[src/tftpce_pkg.sv]
// shared types and constants of the tftp client transfer engine
package tftpce_pkg;

   localparam int CMD_W   = 2;
   localparam int PLEN_W  = 11;
   localparam int WORD_W  = 16;
   localparam int CHUNK_W = 10;
   localparam int KIND_W  = 3;
   localparam int STAT_W  = 3;
   localparam int TMO_W   = 4;

   localparam int REQ_DATA_W = 56;
   localparam int REQ_USER_W = CMD_W;
   localparam int RSP_DATA_W = 56;
   localparam int RSP_USER_W = KIND_W;

   localparam logic [CHUNK_W-1:0] BLOCK_FULL  = 10'd512;
   localparam logic [PLEN_W-1:0]  HEADER_LEN  = 11'd4;
   localparam logic [CHUNK_W-1:0] STORE_MAX   = 10'd1023;
   localparam logic [TMO_W-1:0]   TMO_DEFAULT = 4'd4;

   localparam logic [WORD_W-1:0] OP_DATA    = 16'd3;
   localparam logic [WORD_W-1:0] OP_ACK     = 16'd4;
   localparam logic [WORD_W-1:0] OP_SRV_ERR = 16'd5;

   typedef enum logic [CMD_W-1:0] {
      CMD_GET     = 2'd0,
      CMD_PUT     = 2'd1,
      CMD_PACKET  = 2'd2,
      CMD_TIMEOUT = 2'd3
   } cmd_type;

   typedef enum logic [1:0] {
      MODE_IDLE = 2'd0,
      MODE_GET  = 2'd1,
      MODE_PUT  = 2'd2
   } mode_type;

   typedef enum logic [KIND_W-1:0] {
      SK_NONE   = 3'd0,
      SK_RRQ    = 3'd1,
      SK_WRQ    = 3'd2,
      SK_DATA   = 3'd3,
      SK_ACK    = 3'd4,
      SK_RESEND = 3'd5
   } kind_type;

   typedef enum logic [STAT_W-1:0] {
      ST_IDLE = 3'd0,
      ST_BUSY = 3'd1,
      ST_DONE = 3'd2,
      ST_SERR = 3'd3,
      ST_TOUT = 3'd4
   } status_type;

   typedef struct packed {
      cmd_type              command;
      logic [PLEN_W-1:0]    packet_length;
      logic [WORD_W-1:0]    packet_opcode;
      logic [WORD_W-1:0]    packet_block;
      logic [CHUNK_W-1:0]   next_chunk_bytes;
   } req_type;

   typedef struct packed {
      kind_type             send_kind;
      logic [WORD_W-1:0]    send_block;
      logic [CHUNK_W-1:0]   send_bytes;
      logic [CHUNK_W-1:0]   store_bytes;
      status_type           status;
      logic                 ignored;
      logic [WORD_W-1:0]    server_error_code;
   } rsp_type;

endpackage

[src/tftpce_in_reg.sv]
// input register holding one accepted request until the engine takes it
module tftpce_in_reg (
   input  logic                              clock,
   input  logic                              reset,
   input  logic                              req_tvalid,
   output logic                              req_tready,
   input  logic [tftpce_pkg::REQ_DATA_W-1:0] req_tdata,
   input  logic [tftpce_pkg::REQ_USER_W-1:0] req_tuser,
   input  logic                              out_free,
   output logic                              take,
   output tftpce_pkg::req_type               hold_req
);
   import tftpce_pkg::*;

   logic    valid_ff, valid_in;
   req_type req_ff, req_in;
   logic    accept;

   assign take       = valid_ff && out_free;
   assign req_tready = !valid_ff || out_free;
   assign accept     = req_tvalid && req_tready;
   assign hold_req   = req_ff;

   always_comb begin
      valid_in = valid_ff;
      req_in   = req_ff;
      if (take) begin
         valid_in = 1'b0;
      end
      if (accept) begin
         valid_in                = 1'b1;
         req_in.command          = cmd_type'(req_tuser[CMD_W-1:0]);
         req_in.packet_length    = req_tdata[10:0];
         req_in.packet_opcode    = req_tdata[26:11];
         req_in.packet_block     = req_tdata[42:27];
         req_in.next_chunk_bytes = req_tdata[52:43];
      end
   end

   always_ff @(posedge clock) begin
      if (reset) begin
         valid_ff <= 1'b0;
      end else begin
         valid_ff <= valid_in;
      end
      req_ff <= req_in;
   end

endmodule

[src/tftpce_engine.sv]
// transfer state and per-request decision logic
module tftpce_engine #(
   parameter int MAX_PACKET = 1024
) (
   input  logic                          clock,
   input  logic                          reset,
   input  logic                          take,
   input  tftpce_pkg::req_type           req,
   input  logic [tftpce_pkg::TMO_W-1:0]  max_timeouts,
   output tftpce_pkg::rsp_type           rsp
);
   import tftpce_pkg::*;

   localparam int MaxW = $clog2(MAX_PACKET + 1);
   localparam int LenW = (MaxW > PLEN_W) ? MaxW : PLEN_W;

   mode_type            mode_ff, mode_in;
   logic [WORD_W-1:0]   exp_blk_ff, exp_blk_in;
   logic [TMO_W-1:0]    tmo_cnt_ff, tmo_cnt_in;
   logic [CHUNK_W-1:0]  last_chunk_ff, last_chunk_in;

   logic [LenW-1:0]     len_wide;
   logic [PLEN_W-1:0]   plen;
   logic [PLEN_W-1:0]   pay;
   logic [CHUNK_W-1:0]  chunk;
   logic [TMO_W-1:0]    tmo_inc;
   logic [WORD_W-1:0]   exp_next;

   always_comb begin
      len_wide = LenW'(req.packet_length);
      if (len_wide > LenW'(MAX_PACKET)) begin
         len_wide = LenW'(MAX_PACKET);
      end
      plen     = len_wide[PLEN_W-1:0];
      pay      = plen - HEADER_LEN;
      chunk    = (req.next_chunk_bytes > BLOCK_FULL) ? BLOCK_FULL : req.next_chunk_bytes;
      tmo_inc  = tmo_cnt_ff + TMO_W'(1);
      exp_next = exp_blk_ff + WORD_W'(1);
   end

   always_comb begin
      mode_in       = mode_ff;
      exp_blk_in    = exp_blk_ff;
      tmo_cnt_in    = tmo_cnt_ff;
      last_chunk_in = last_chunk_ff;
      rsp           = '0;
      rsp.send_kind = SK_NONE;
      rsp.status    = ST_BUSY;

      if (req.command == CMD_GET) begin
         mode_in       = MODE_GET;
         exp_blk_in    = WORD_W'(1);
         tmo_cnt_in    = '0;
         rsp.send_kind = SK_RRQ;
      end else if (req.command == CMD_PUT) begin
         mode_in       = MODE_PUT;
         exp_blk_in    = '0;
         last_chunk_in = BLOCK_FULL;
         tmo_cnt_in    = '0;
         rsp.send_kind = SK_WRQ;
      end else if (mode_ff != MODE_GET && mode_ff != MODE_PUT) begin
         mode_in     = MODE_IDLE;
         rsp.status  = ST_IDLE;
         rsp.ignored = 1'b1;
      end else if (req.command == CMD_TIMEOUT) begin
         tmo_cnt_in = tmo_inc;
         if (tmo_inc >= max_timeouts) begin
            mode_in    = MODE_IDLE;
            rsp.status = ST_TOUT;
         end else begin
            rsp.send_kind = SK_RESEND;
         end
      end else if (plen < HEADER_LEN) begin
         rsp.ignored = 1'b1;
      end else if (req.packet_opcode == OP_SRV_ERR) begin
         mode_in               = MODE_IDLE;
         rsp.status            = ST_SERR;
         rsp.server_error_code = req.packet_block;
      end else if (mode_ff == MODE_GET) begin
         if (req.packet_opcode == OP_DATA && req.packet_block == exp_blk_ff) begin
            rsp.store_bytes = (pay > PLEN_W'(STORE_MAX)) ? STORE_MAX : pay[CHUNK_W-1:0];
            rsp.send_kind   = SK_ACK;
            rsp.send_block  = exp_blk_ff;
            tmo_cnt_in      = '0;
            if (pay < PLEN_W'(BLOCK_FULL)) begin
               mode_in    = MODE_IDLE;
               rsp.status = ST_DONE;
            end else begin
               exp_blk_in = exp_next;
            end
         end else begin
            rsp.ignored = 1'b1;
         end
      end else begin
         if (req.packet_opcode == OP_ACK && plen == HEADER_LEN &&
             req.packet_block == exp_blk_ff) begin
            tmo_cnt_in = '0;
            if (last_chunk_ff < BLOCK_FULL) begin
               mode_in    = MODE_IDLE;
               rsp.status = ST_DONE;
            end else begin
               last_chunk_in  = chunk;
               exp_blk_in     = exp_next;
               rsp.send_kind  = SK_DATA;
               rsp.send_block = exp_next;
               rsp.send_bytes = chunk;
            end
         end else begin
            rsp.ignored = 1'b1;
         end
      end
   end

   always_ff @(posedge clock) begin
      if (reset) begin
         mode_ff       <= MODE_IDLE;
         exp_blk_ff    <= '0;
         tmo_cnt_ff    <= '0;
         last_chunk_ff <= BLOCK_FULL;
      end else if (take) begin
         mode_ff       <= mode_in;
         exp_blk_ff    <= exp_blk_in;
         tmo_cnt_ff    <= tmo_cnt_in;
         last_chunk_ff <= last_chunk_in;
      end
   end

endmodule

[src/tftp_client_transfer_engine_unit.sv]
// top level of the tftp client transfer engine: request register, engine, response register
// path: an accepted request passes the input register, then the response register, before rsp_tvalid rises
// throughput: one request per cycle while rsp_tready stays high; the engine state is read and updated in the same cycle
// a full response register with rsp_tready low stalls the input register, then req_tready
// reset: synchronous active high; transfer idle, block 0, timeout count 0, max_timeouts 4
module tftp_client_transfer_engine_unit #(
   parameter int MAX_PACKET = 1024
) (
   input  logic                              clock,
   input  logic                              reset,
   input  logic                              req_tvalid,
   output logic                              req_tready,
   // packet_length, packet_opcode, packet_block, next_chunk_bytes, zero fill
   input  logic [tftpce_pkg::REQ_DATA_W-1:0] req_tdata,
   // command
   input  logic [tftpce_pkg::REQ_USER_W-1:0] req_tuser,
   output logic                              rsp_tvalid,
   input  logic                              rsp_tready,
   // send_block, send_bytes, store_bytes, status, ignored, server_error_code
   output logic [tftpce_pkg::RSP_DATA_W-1:0] rsp_tdata,
   // send_kind
   output logic [tftpce_pkg::RSP_USER_W-1:0] rsp_tuser,
   input  logic                              csr_wr_en,
   input  logic [tftpce_pkg::TMO_W-1:0]      csr_wr_data
);
   import tftpce_pkg::*;

   logic               out_free;
   logic               take;
   req_type            hold_req;
   rsp_type            dec_rsp;
   logic               rsp_valid_ff, rsp_valid_in;
   rsp_type            rsp_ff, rsp_in;
   logic [TMO_W-1:0]   max_tmo_ff;

   assign out_free = !rsp_valid_ff || rsp_tready;

   tftpce_in_reg u_in_reg (
      .clock      (clock),
      .reset      (reset),
      .req_tvalid (req_tvalid),
      .req_tready (req_tready),
      .req_tdata  (req_tdata),
      .req_tuser  (req_tuser),
      .out_free   (out_free),
      .take       (take),
      .hold_req   (hold_req)
   );

   tftpce_engine #(
      .MAX_PACKET (MAX_PACKET)
   ) u_engine (
      .clock        (clock),
      .reset        (reset),
      .take         (take),
      .req          (hold_req),
      .max_timeouts (max_tmo_ff),
      .rsp          (dec_rsp)
   );

   always_comb begin
      rsp_valid_in = rsp_valid_ff;
      rsp_in       = rsp_ff;
      if (rsp_valid_ff && rsp_tready) begin
         rsp_valid_in = 1'b0;
      end
      if (take) begin
         rsp_valid_in = 1'b1;
         rsp_in       = dec_rsp;
      end
   end

   always_ff @(posedge clock) begin
      if (reset) begin
         rsp_valid_ff <= 1'b0;
         max_tmo_ff   <= TMO_DEFAULT;
      end else begin
         rsp_valid_ff <= rsp_valid_in;
         if (csr_wr_en) begin
            max_tmo_ff <= csr_wr_data;
         end
      end
      rsp_ff <= rsp_in;
   end

   assign rsp_tvalid = rsp_valid_ff;
   assign rsp_tuser  = rsp_ff.send_kind;
   assign rsp_tdata  = {rsp_ff.server_error_code, rsp_ff.ignored, rsp_ff.status,
                        rsp_ff.store_bytes, rsp_ff.send_bytes, rsp_ff.send_block};

   a_ignored_sends_nothing : assert property (@(posedge clock) disable iff (reset)
      rsp_valid_ff && rsp_ff.ignored |-> rsp_ff.send_kind == SK_NONE)
      else $error("ignored request produced a send");

   a_idle_is_ignored : assert property (@(posedge clock) disable iff (reset)
      rsp_valid_ff && rsp_ff.status == ST_IDLE |-> rsp_ff.ignored)
      else $error("idle status without ignore flag");

   a_error_code_only_on_serr : assert property (@(posedge clock) disable iff (reset)
      rsp_valid_ff && rsp_ff.server_error_code != '0 |-> rsp_ff.status == ST_SERR)
      else $error("server error code outside server error status");

   a_bytes_only_on_data : assert property (@(posedge clock) disable iff (reset)
      rsp_valid_ff && rsp_ff.send_bytes != '0 |-> rsp_ff.send_kind == SK_DATA)
      else $error("send bytes without data packet");

   a_take_fills_response : assert property (@(posedge clock) disable iff (reset)
      take |=> rsp_valid_ff)
      else $error("taken request did not reach response register");

endmodule

[config.mk]
export PLATFORM = sky130hd
export DESIGN_NAME = tftp_client_transfer_engine_unit
export DESIGN_NICKNAME = d
export VERILOG_FILES = /design/src/tftpce_pkg.sv /design/src/tftpce_in_reg.sv /design/src/tftpce_engine.sv /design/src/tftp_client_transfer_engine_unit.sv
export SDC_FILE = /design/constraint.sdc
export NUM_CORES = 1
export LEC_CHECK = 0
export ABC_AREA = 1
export BUFFER_PORTS_ARGS = -buffer_cell sky130_fd_sc_hd__buf_2
export CAP_MARGIN = 20
export CORE_ASPECT_RATIO = 1.75
export CORE_MARGIN = 2
export CORE_UTILIZATION = 53
export CTS_BUF_LIST = sky130_fd_sc_hd__clkbuf_4 sky130_fd_sc_hd__clkbuf_8
export CTS_CLUSTER_DIAMETER = 50
export CTS_CLUSTER_SIZE = 10
export DETAILED_ROUTE_END_ITERATION = 8
export PLACE_DENSITY = 0.77
export SYNTH_ARGS = -nofsm -noshare
export SYNTH_HDL_FRONTEND = slang
export SYNTH_SLANG_ARGS = --single-unit
[constraint.sdc]
create_clock -name clock -period 7.75 [get_ports clock]
set_input_delay 1.1625 -clock clock [delete_from_list [all_inputs] [get_ports clock]]
set_output_delay 1.1625 -clock clock [all_outputs]
set_load 0.005 [all_outputs]
== Yosys cells after proc, flatten, opt, wreduce, memory -nomap -nowiden ==
Index checks and enable logic that the tools add are counted.

* Add/sub/neg operators: 3
* $lt $le $gt $ge: 7
* Equal/unequal tests: 30
* Mux-type cells: 83
* Bitwise logic cells: 4
* Reductions and logical operators: 29

{| class="wikitable"
|+ Operator list
! operator !! number
|-
| $mux 16 || 13
|-
| $mux 10 || 12
|-
| $mux 13 || 8
|-
| $mux 42 || 1
|-
| $mux 4 || 10
|-
| $mux 39 || 1
|-
| $mux 19 || 2
|-
| $mux 38 || 1
|-
| $mux 36 || 1
|-
| $eq 16x3->1 const B || 2
|-
| $mux 2 || 16
|-
| $mux 29 || 1
|-
| $mux 28 || 1
|-
| $mux 3 || 6
|-
| $reduce_and 9->1 || 2
|-
| $mux 17 || 1
|-
| $add 16x1->16 const B || 1
|-
| $eq 16x16->1 || 1
|-
| $eq 16x2->1 const B || 1
|-
| $ne 2x1->1 const B || 7
|-
| $ne 7x2->1 const B || 2
|-
| $reduce_bool 7->1 || 2
|-
| $ne 3x1->1 const B || 4
|-
| $ne 4x1->1 const B || 3
|-
| 33 further kinds || 57
|}

* Register bits after elaboration: 152
* Bits of input ports: 67
* Output and inout port bits: 61
* Logic and storage cells: 177

== Logic depth before layout (Yosys ltp) ==
Gate-level depths: netlist of run 1.

* Depth in word-level cells: 19
* Gate-level depth with buffers: 21

== Hierarchy ==
A second synthesis of run 1 with hierarchy kept.

* Cell total of the unflattened synthesis: 727
* Area total of the unflattened synthesis: 6713.9 um2

{| class="wikitable"
|+ Modules (own cells, without submodules)
! module !! instances !! cells an instance !! area an instance (um2)
|-
| tftpce_engine || 1 || 582 || 3061.7
|-
| tftp_client_transfer_engine_unit || 1 || 82 || 1945.6
|-
| tftpce_in_reg || 1 || 63 || 1706.6
|}

== Least setup slack after synthesis of run 1 ==
No wires, ideal clock.

* Path type: input to register
* Start: in rsp_tready
* End: reg u_engine.exp_blk_ff[5]
* Library setup time: 115 ps
* Arrival: 3856 ps
* Data required time: 7635 ps
* Path slack: 3779 ps
* Stages on the path: 10
* Path through: inv_1 -> nand2_1 -> nand2_1 -> inv_1 -> o21ai_0 -> nor2_1 -> clkbuf_1 -> nand3_1 -> nand2_1 -> nor2_1

* Cells in the longest elaborated chain, start to end: 3

{| class="wikitable"
|+ RTL lines
! element !! line !! RTL
|-
| start: declaration || tftp_client_transfer_engine_unit.sv:18 || <nowiki>input logic rsp_tready,</nowiki>
|-
| $logic_or 1x1->1 || tftp_client_transfer_engine_unit.sv:36 || <nowiki>assign out_free = !rsp_valid_ff || rsp_tready;</nowiki>
|-
| $logic_and 1x1->1 || tftpce_in_reg.sv:19 || <nowiki>assign take = valid_ff && out_free;</nowiki>
|-
| $reduce_and 9->1 (no source line) || - ||
|-
| end signal: assignment || tftpce_engine.sv:122 || <nowiki>exp_blk_ff <= exp_blk_in;</nowiki>
|-
| end: declaration || tftpce_engine.sv:18 || <nowiki>logic [WORD_W-1:0] exp_blk_ff, exp_blk_in;</nowiki>
|}

Every way passes these cells.
A chain may end at the register's enable or synchronous reset.

== Worst setup path after layout of run 1 ==
* Start: reg u_in_reg.req_ff (netlist bit u_in_reg.hold_req[42])
* End: reg rsp_ff (netlist bit rsp_tdata[18]), data pin

* Cells in the longest elaborated chain, start to end: 7
* Elaborated cells between the ends (all ways): 8

{| class="wikitable"
|+ RTL lines
! element !! line !! RTL
|-
| start: declaration || tftpce_in_reg.sv:16 || <nowiki>req_type req_ff, req_in;</nowiki>
|-
| start signal: assignment || tftpce_in_reg.sv:46 || <nowiki>req_ff <= req_in;</nowiki>
|-
| $gt 11x11->1 || tftpce_engine.sv:31 || <nowiki>if (len_wide > LenW'(MAX_PACKET)) begin</nowiki>
|-
| $mux 11 * || tftpce_engine.sv:31 ||
|-
| branches (longest 4 deep; another with $lt 11x3->1) || - ||
|-
| $reduce_or 9->1 (no source line) * || - ||
|-
| end signal: assignment || tftp_client_transfer_engine_unit.sv:83 || <nowiki>rsp_ff <= rsp_in;</nowiki>
|-
| end: declaration || tftp_client_transfer_engine_unit.sv:33 || <nowiki>rsp_type rsp_ff, rsp_in;</nowiki>
|}

Mark *: on every way between the ends.

==> impl_metrics.toml, run 1 <==
[clocking]
cts_setup_buffers = 0
postCtsHoldBufs = 0
insertion_delay_ps = 440
cts_made_buffers = 17
htreeDepth = 4
clk_transition_reported_paths_ps = 80
cts_tree = "built"
numClockSinks = 143
cts_resized = 0
cts-root-buf = "clkbuf_8"
cts_max_path_buffers = 2

[die]
coreArea_mm2 = 0.0124
ios = 128
start_util_pct = 53.8
die_y_um = 152
die-area_mm2 = 0.0135
rows = 54
die-width_um = 88.7

[worst_setup_path]
crit_arrival_ps = 3700
required_ps = 8000
end_kind = "flop"
path_class = "flop to flop"
cp-start-kind = "flop"
crit_fanout = 12

[logic_synthesis]
yosys.cell_types.count = 46
syn-num-nets = 736
synth-seq-cells = 143
syn_avg_cell_area_um2 = 10.1
ys_seq_area_share_pct = 60.2
yosys-top-cells-area = "edfxtp_1 (51%), dfxtp_1 (8.7%), nand2_1 (5.7%)"
syn_area_mm2 = 0.00665
synthCells = 660
synth_largest_area_cell = "edfxtp_1"
ys_warn_count = 0
yosysTopAreaCellShare_pct = 51.4

[cells_and_area]
register_area_mm2 = 0.00400
fin_util_pct = 63.6
syn_to_final_growth_pct = 18.2
finish.instance_area_mm2 = 0.00787
multi_input_area_mm2 = 0.00222
fillers = 984
layout-drive-gt1-share_pct = 25.3
nets = 865
diodes = 0

[route]
drc = 0
finalWirelength_um = 14700
dr.pass1.iters = 5
wl_per_cell_um = 15.1
vias = 5152
drt_iter0_drc = 317
final_antenna_net_count = 0
vias_per_cell = 5.31

[sta]
tightest_slew_ps = 807
fin_crit_sh_pct = 44.5
max_freq_mhz = 290
finalSetupTns_ps = 0
slew_headroom_pct = 46.1
finClkSkew_ps = 13.0
rsz0062_at_grt = "no"
drv_slew = 0
setup_violations = 0
finalHoldViolCount = 0
fin_crit_ps = 3450
layout_setup_ws_ps = 4300

[run_status]
outcome = "completed"

[global_routing]
antenna_found_initial = 0
grt_pass1_vias = 5009
grt_max_degree = 63
track_usage_pct = 22.0
grt_pass1_wl_um = 23000
grt_overflow = 0

[placed_design]
dpl_worst_slack_ps = 3740
gp_congestion = 0.908
io_buffers = 124
placed_cell_area_mm2 = 0.00739
hpwl_um = 10600

[pwr]
peakVddDrop_mv = 0.127
p_leak_nw = 3.33
p_per_area_mw_per_mm2 = 216

[job]
max_cap_violations = 0

[hold_path]
min_path_type = "flop to flop"
-- cells in the final DEF, fill, tap and decap left out, types with 13 or more instances in the layout --
cell type / netlist / routed
a21oi_1: 28 / 28
buf_2: 6 / 124
clkbuf_8: 0 / 17
dfxtp_1: 29 / 29
edfxtp_1: 114 / 114
inv_1: 74 / 72
inv_2: 11 / 13
nand2_1: 101 / 101
nand3_1: 46 / 46
nand4_1: 14 / 14
nor2_1: 91 / 90
o21ai_0: 16 / 16
o21ai_1: 16 / 16
xor2_1: 22 / 22
-- worst max-delay path, cell delays in order (launching register included) --
cell,delay (ps)
edfxtp_1,400
nor2_1,190
nand3_1,120
o21bai_2,390
nand2_1,200
inv_1,90
ha_1,160
nand2_1,70
nor2_1,210
nand4_1,100
nor2_1,110
nand2_1,50
inv_1,60
nand4_2,130
nor2_2,210
nand4_1,420
nor3b_1,370
-- layer usage --
metal,vias up,share of wire [%],GRT usage (%)
li1,2504,-,-
met1,2406,34,21.4
met2,198,57,41.9
met3,44,4.9,4.44
met4,0,4.5,10.5
met5,-,0,0
-- kinds of logic (layout without fill, tap and decap cells) --
group           count (synthesis)  in the layout  synth area share (%)
xor+xnor                       25             25                  3.29
flops                         143            143                  60.2
simple gates                  305            305                  21.8
compound gates                 76             76                  6.62
buf+inv                       102            244                  6.43
fa+ha+maj                       9              9                  1.69
-- cell type report --
class / instances / share of cell area (%)
inverter: 85 / 4.06
sequential: 143 / 50.9
clock buffer: 18 / 3.07
clock inverter: 14 / 2.59
multi-input combinational: 415 / 28.3
timing repair buffer: 127 / 8.43
tap: 168 / 2.67
-- state kept, by name (all words and copies together), names as in the netlist --
name                    flops
u_engine.tmo_cnt_ff         4
u_in_reg.hold_req          55
rsp_tuser                   3
rsp_tdata                  56
u_engine.exp_blk_ff        16
u_in_reg.valid_ff           1
rsp_tvalid                  1
u_engine.mode_ff            2
max_tmo_ff                  4
u_engine.last_chunk_ff      1
-- synthesized netlist by cell type, drive strengths merged --
| cell | n |
|---|---|
| clkbuf | 5 |
| o41ai | 2 |
| inv | 85 |
| a32o | 1 |
| nand4 | 15 |
| or2 | 8 |
| nand2 | 106 |
| xor2 | 22 |
| nor3b | 6 |
| o21bai | 2 |
| xnor2 | 3 |
| nand3b | 2 |
| dfxtp | 29 |
| a41oi | 1 |
| nor3 | 12 |
| and3 | 1 |
| a22o | 1 |
| a31oi | 2 |
| nor2 | 97 |
| o211ai | 1 |
| ha | 9 |
| nor4 | 6 |
| edfxtp | 114 |
| nand3 | 52 |
| o22ai | 5 |
| o211a | 1 |
| a21oi | 28 |
| o21ai | 32 |
| buf | 12 |
-- path summary, 6_finish.rpt --
| path | slack, ps | from | endpoint | cells after the start |
|---|---|---|---|---|
| min reg2reg | 490 | u_engine.last_chunk_ff[9] | u_engine.last_chunk_ff[9] | 2 |
| min | 490 | u_engine.last_chunk_ff[9] | u_engine.last_chunk_ff[9] | 2 |
| max | 4300 | u_in_reg.hold_req[42] | rsp_tdata[18] | 16 |
| max reg2reg | 4300 | u_in_reg.hold_req[42] | rsp_tdata[18] | 16 |
-- where the power goes --
| part | switching, mW | internal [mW] | leakage (nW) |
|---|---|---|---|
| clock | 0.297 | 0.361 | 0.216 |
| sequential | 0.0245 | 0.868 | 1.33 |
| combinational | 0.0930 | 0.0562 | 1.78 |
-- stage by stage --
step                cells  power [mW]  hold WS (ps)
finish                970        1.70           492
CTS                   968        1.71           493
detailed placement    936        1.05           475
global route          970        1.76           522
global placement      936        1.05           456
floorplan             660        1.00           435
(Power assumes the default switching activity.)
==> inputs of run 2 (changes only) <==
clock period = 3.33 ns   (was 7.75 ns; I/O delays follow)
==> run 2 against run 1 <==
Effect of this change:
- die area stayed put
- hold slack worse by 270 ps
- non-clock buffer count is 5 higher
- clock skew hardly changed
- wire length is 2.5% lower
- count of clock-buffer cells in the layout is 1 higher
- clock power is 130% higher
- worst setup slack worse by 4000 ps
- power is 130% higher
- maximum frequency is 14% higher
- global-route usage is 0.11 points lower
==> impl_metrics.toml, run 2 (synthesized netlist as in run 1, its figures left out) <==
[run_status]
outcome = "completed"

[placed_design]
io_buffers = 124
gp_congestion = 0.916
place_inst = 939
hpwl_um = 10400
dpl_worst_slack_ps = 279
placed_cell_area_mm2 = 0.00741

[worst_setup_path]
critPathMaxStageDelay_ps = 440
crit_top_cell = "nand2_1"
critical-path-slowest-cell = "edfxtp_1"
crit_fanout = 10
required_ps = 3570
path_class = "flop to flop"
cp-start-kind = "flop"
crit_arrival_ps = 3260
rrSetupSlack_ps = 310
end_kind = "flop"
path_cells = "nor2_1 > nand3_1 > o21bai_2 > nand2_1 > inv_1 > ha_1 > nand2_1 > nor2_1 > nand4_1 > nor2_1 > nand2_1 > inv_1 > nand4_2 > nor2_2 > nand2_1 > inv_2 > nand2_1 > o21ai_0"

[sta]
rsz0062_at_grt = "no"
finalHoldViolCount = 0
max_freq_mhz = 331
finalSetupTns_ps = 0
fin_crit_ps = 3020
layout_setup_ws_ps = 308
finClkSkew_ps = 12.6
fin_crit_sh_pct = 90.8
setup_violations = 0
slew_headroom_pct = 48.4
tightest_slew_ps = 774
drv_slew = 0

[cells_and_area]
instances_no_fill = 975
final_cell_mix = "buf_2 (124), edfxtp_1 (114), nand2_1 (101), nor2_1 (90), inv_1 (72)"
largest_register_ffs = 56
finish.instance_area_mm2 = 0.00791
register_area_mm2 = 0.00400
fillers = 1029
syn_to_final_growth_pct = 18.9
nets = 870
layout-drive-gt1-share_pct = 25.9
final_common_cell = "buf_2"
diodes = 0
multi_input_area_mm2 = 0.00222

[clocking]
numClockSinks = 143
insertion_delay_ps = 450
clk_transition_reported_paths_ps = 80
postCtsHoldBufs = 0
cts_max_path_buffers = 2
htreeDepth = 4
cts_tree = "built"
cts-root-buf = "clkbuf_8"
cts_made_buffers = 17

[hold_path]
min_path_type = "primary input to flop"

[pwr]
peakVddDrop_mv = 0.422
sw_frac_of_total_pct = 24.0
p_seq_share_pct = 52.6
p_leak_nw = 3.36
power.total_mw = 3.94
pwr-share-clk_pct = 38.4
p_switching_mw = 0.947
internal_power_mw = 2.99
power_frac_comb_pct = 9.0
p_per_area_mw_per_mm2 = 498

[route]
drt_iter0_drc = 341
drc = 0
wl_per_cell_um = 14.7
dr.pass1.iters = 5
vias_per_cell = 5.28
vias = 5144
final_antenna_net_count = 0
finalWirelength_um = 14300

[die]
ios = 128
coreArea_mm2 = 0.0124
die-width_um = 88.7
rows = 54
start_util_pct = 53.8
die-area_mm2 = 0.0135
die_y_um = 152

[global_routing]
grt_pass1_vias = 5069
grt_max_degree = 62
antenna_found_initial = 0
grt_pass1_wl_um = 22700
track_usage_pct = 21.9
grt_overflow = 0

[job]
max_cap_violations = 0
==> run 2: final timing paths <==
kind	startpoint	end	cells past startpoint
setup / recovery	u_in_reg.hold_req[51]	rsp_tdata[1]	18
hold reg to reg	max_tmo_ff[3]	max_tmo_ff[3]	2
setup reg to reg	u_in_reg.hold_req[51]	rsp_tdata[1]	18
hold / removal	req_tdata[40]	u_in_reg.hold_req[23]	1
==> run 2: cell type report <==
class / count / share of cell area [%]
clock inverters: 13 / 2.39
inverters: 85 / 4.03
multi-input cells: 415 / 28.1
repair buffers: 132 / 9.02
well taps: 168 / 2.66
clock buffers: 19 / 3.15
flip-flops and latches: 143 / 50.6
==> run 2: what timing repair did <==
item                       in CTS  in global routing
setup endpoints to repair       0                  5
setup buffers                   0                  2
gates resized for setup         0                  0
==> run 2: power by group through the flow <==
stage / logic, mW / clock network, mW / registers [mW]
floorplan: 0.225 / 0 / 2.10
global placement: 0.331 / 0 / 2.11
detailed placement: 0.344 / 0 / 2.11
CTS: 0.346 / 1.53 / 2.07
global route: 0.396 / 1.61 / 2.08
finish: 0.354 / 1.51 / 2.07
==> run 2: through the flow <==
stage / util (%) / hold WS [ps]
finish: 64.0 / 223
global route: 64.0 / 201
CTS: 63.5 / 203
detailed placement: 59.9 / 463
global placement: 59.9 / 455
floorplan: - / 435
==> run 2: worst max-delay path, delay by kind of cell, from the launching register on <==
family,cells,cell delay [ps]
AOI/OAI and AO/OA,2,250
DFF,1,440
adders and majority gates,1,160
buffers and inverters,3,410
and+or+nand+nor,12,1580
==> run 2: metal layers <==
layer,vias to the layer above,global-route usage [%],part of all wire (%)
li1,2509,-,-
met1,2396,21.2,35
met2,190,40.9,56
met3,49,4.44,4.3
met4,0,12.2,4.6
met5,-,0,0
==> inputs of run 3 (changes only) <==
CORE_UTILIZATION = 55   (was 53)
CTS_BUF_LIST = sky130_fd_sc_hd__clkbuf_16   (was sky130_fd_sc_hd__clkbuf_4 sky130_fd_sc_hd__clkbuf_8)
PLACE_DENSITY = 0.79   (was 0.77)
==> run 3 against run 2 <==
Effect of this change:
- sequential cell count did not move
- via count up 0.91%
- clock skew fell by 5.1 ps
- first-iteration DRC count fell by 1.8%
- global-route usage increased by 0.83 points
- non-clock buffer count stayed put
- hold slack improved by 29 ps
- maximum frequency about the same
- largest power group unchanged
- clock power is 31% higher
- final cell count down 3.2%
- largest cell class unchanged
- critical path depth is the same
- critical endpoint is now rsp_tdata[5]
- worst setup slack worse by 2.9 ps
==> impl_metrics.toml, run 3 (synthesized netlist as in run 1, its figures left out) <==
[run_status]
outcome = "completed"

[cells_and_area]
instances_no_fill = 944
largest_register_ffs = 56
nets = 870
syn_to_final_growth_pct = 20.7
final_cell_mix = "buf_2 (124), edfxtp_1 (114), nand2_1 (101), nor2_1 (90), inv_1 (74)"
final_common_cell = "buf_2"
diodes = 0
layout-drive-gt1-share_pct = 25.7

[worst_setup_path]
critical_path.top_delay_family = "simple AND/OR/NAND/NOR gates"
required_ps = 3580
r2r_cells = 18
crit_top_cell = "nand2_1"
end_kind = "flop"
cp-start-kind = "flop"
path_cells = "nor2_1 > nand3_1 > o21bai_2 > nand2_1 > inv_1 > ha_1 > nand2_1 > nor2_1 > nand4_1 > nor2_1 > nand2_1 > inv_1 > nand4_2 > nor2_2 > nand2_1 > inv_2 > nand3_1 > o21ai_1"
rrSetupSlack_ps = 310
critical-path-slowest-cell = "edfxtp_1"
cp.depth = 18
startpoint = "u_in_reg.hold_req[51]"
critPathMaxStageDelay_ps = 440
crit_fanout = 10
r2r-end = "rsp_tdata[5]"
endpoint = "rsp_tdata[5]"
crit_arrival_ps = 3270
rr_startpoint = "u_in_reg.hold_req[51]"
path_class = "flop to flop"
cp_num_buf_inv = 3

[route]
vias = 5191
drt_iter0_drc = 335
final_antenna_net_count = 0
finalWirelength_um = 14500
drc = 0
wl_per_cell_um = 15.3
vias_per_cell = 5.50
dr.pass1.iters = 5

[die]
rows = 53
start_util_pct = 55.7
die-width_um = 87.1
ios = 128
die_y_um = 150
coreArea_mm2 = 0.0119
die-area_mm2 = 0.0130

[global_routing]
grt_pass1_wl_um = 22400
grt_pass1_vias = 4992
antenna_found_initial = 0
track_usage_pct = 22.8
grt_max_degree = 62
grt_overflow = 0

[job]
max_cap_violations = 0

[sta]
max_freq_mhz = 331
finClkSkew_ps = 7.56
setup_violations = 0
rsz0062_at_grt = "no"
finalHoldViolCount = 0
finalSetupTns_ps = 0
fin_crit_ps = 3020
slew_headroom_pct = 48.6
layout_setup_ws_ps = 305
tightest_slew_ps = 771
fin_crit_sh_pct = 90.8
drv_slew = 0

[hold_path]
min_path_type = "primary input to flop"

[placed_design]
io_buffers = 124
place_inst = 910
dpl_worst_slack_ps = 274
gp_congestion = 0.913
hpwl_um = 10500

[clocking]
clk_transition_reported_paths_ps = 60
cts_setup_buffers = 0
cts_max_path_buffers = 2
postCtsHoldBufs = 0
cts_made_buffers = 17
cts_tree = "built"
numClockSinks = 143
htreeDepth = 4
insertion_delay_ps = 420
cts_resized = 0
cts-root-buf = "clkbuf_16"

[pwr]
peakVddDrop_mv = 0.399
p_leak_nw = 3.44
p_per_area_mw_per_mm2 = 549
run 3: cell count changes in the layout (fill, tap and decap cells not counted), sizes merged:
cell,change
inv,+3
clkbuf,-2
clkinv,-1
run 3: routing by layer:
metal  global-route usage (%)  wire length, um
met1                     21.5             4830
met3                     5.57              643
met2                     42.9             8280
met4                     13.2              710
met5                        0                0
run 3: area by class of cell:
class	instances	area [um2]
clock buffer	17	425
clock inverter	15	196
fill	946	3910
inverter	85	319
multi-input combinational	415	2220
sequential	143	4000
tap	137	171
timing repair buffer	132	688
run 3: how the worst min path moves through the flow:
stage	cells past startpoint	endpoint	startpoint	slack (ps)
floorplan	2	max_tmo_ff[3]	max_tmo_ff[3]	440
global placement	2	max_tmo_ff[3]	max_tmo_ff[3]	450
detailed placement	2	max_tmo_ff[1]	max_tmo_ff[1]	470
CTS	1	u_in_reg.hold_req[23]	req_tdata[40]	240
global route	1	u_in_reg.hold_req[12]	req_tdata[29]	230
finish	1	u_in_reg.hold_req[1]	req_tdata[44]	250
run 3: through the flow:
step	power [mW]	area (um2)	util (%)	hold slack (ps)
after detailed placement	2.46	7390	61.9	471
after CTS	4.43	8010	67.1	240
after global placement	2.44	7380	61.8	455
after global routing	4.55	8030	67.3	234
after floorplan	2.33	6650	-	435
final	4.41	8030	67.3	251
run 3: power by group:
group	leakage (nW)	switching (mW)	internal [mW]
clock	0.307	0.731	1.25
sequential	1.33	0.0520	2.02
combinational	1.80	0.219	0.130
total	3.44	1.00	3.41
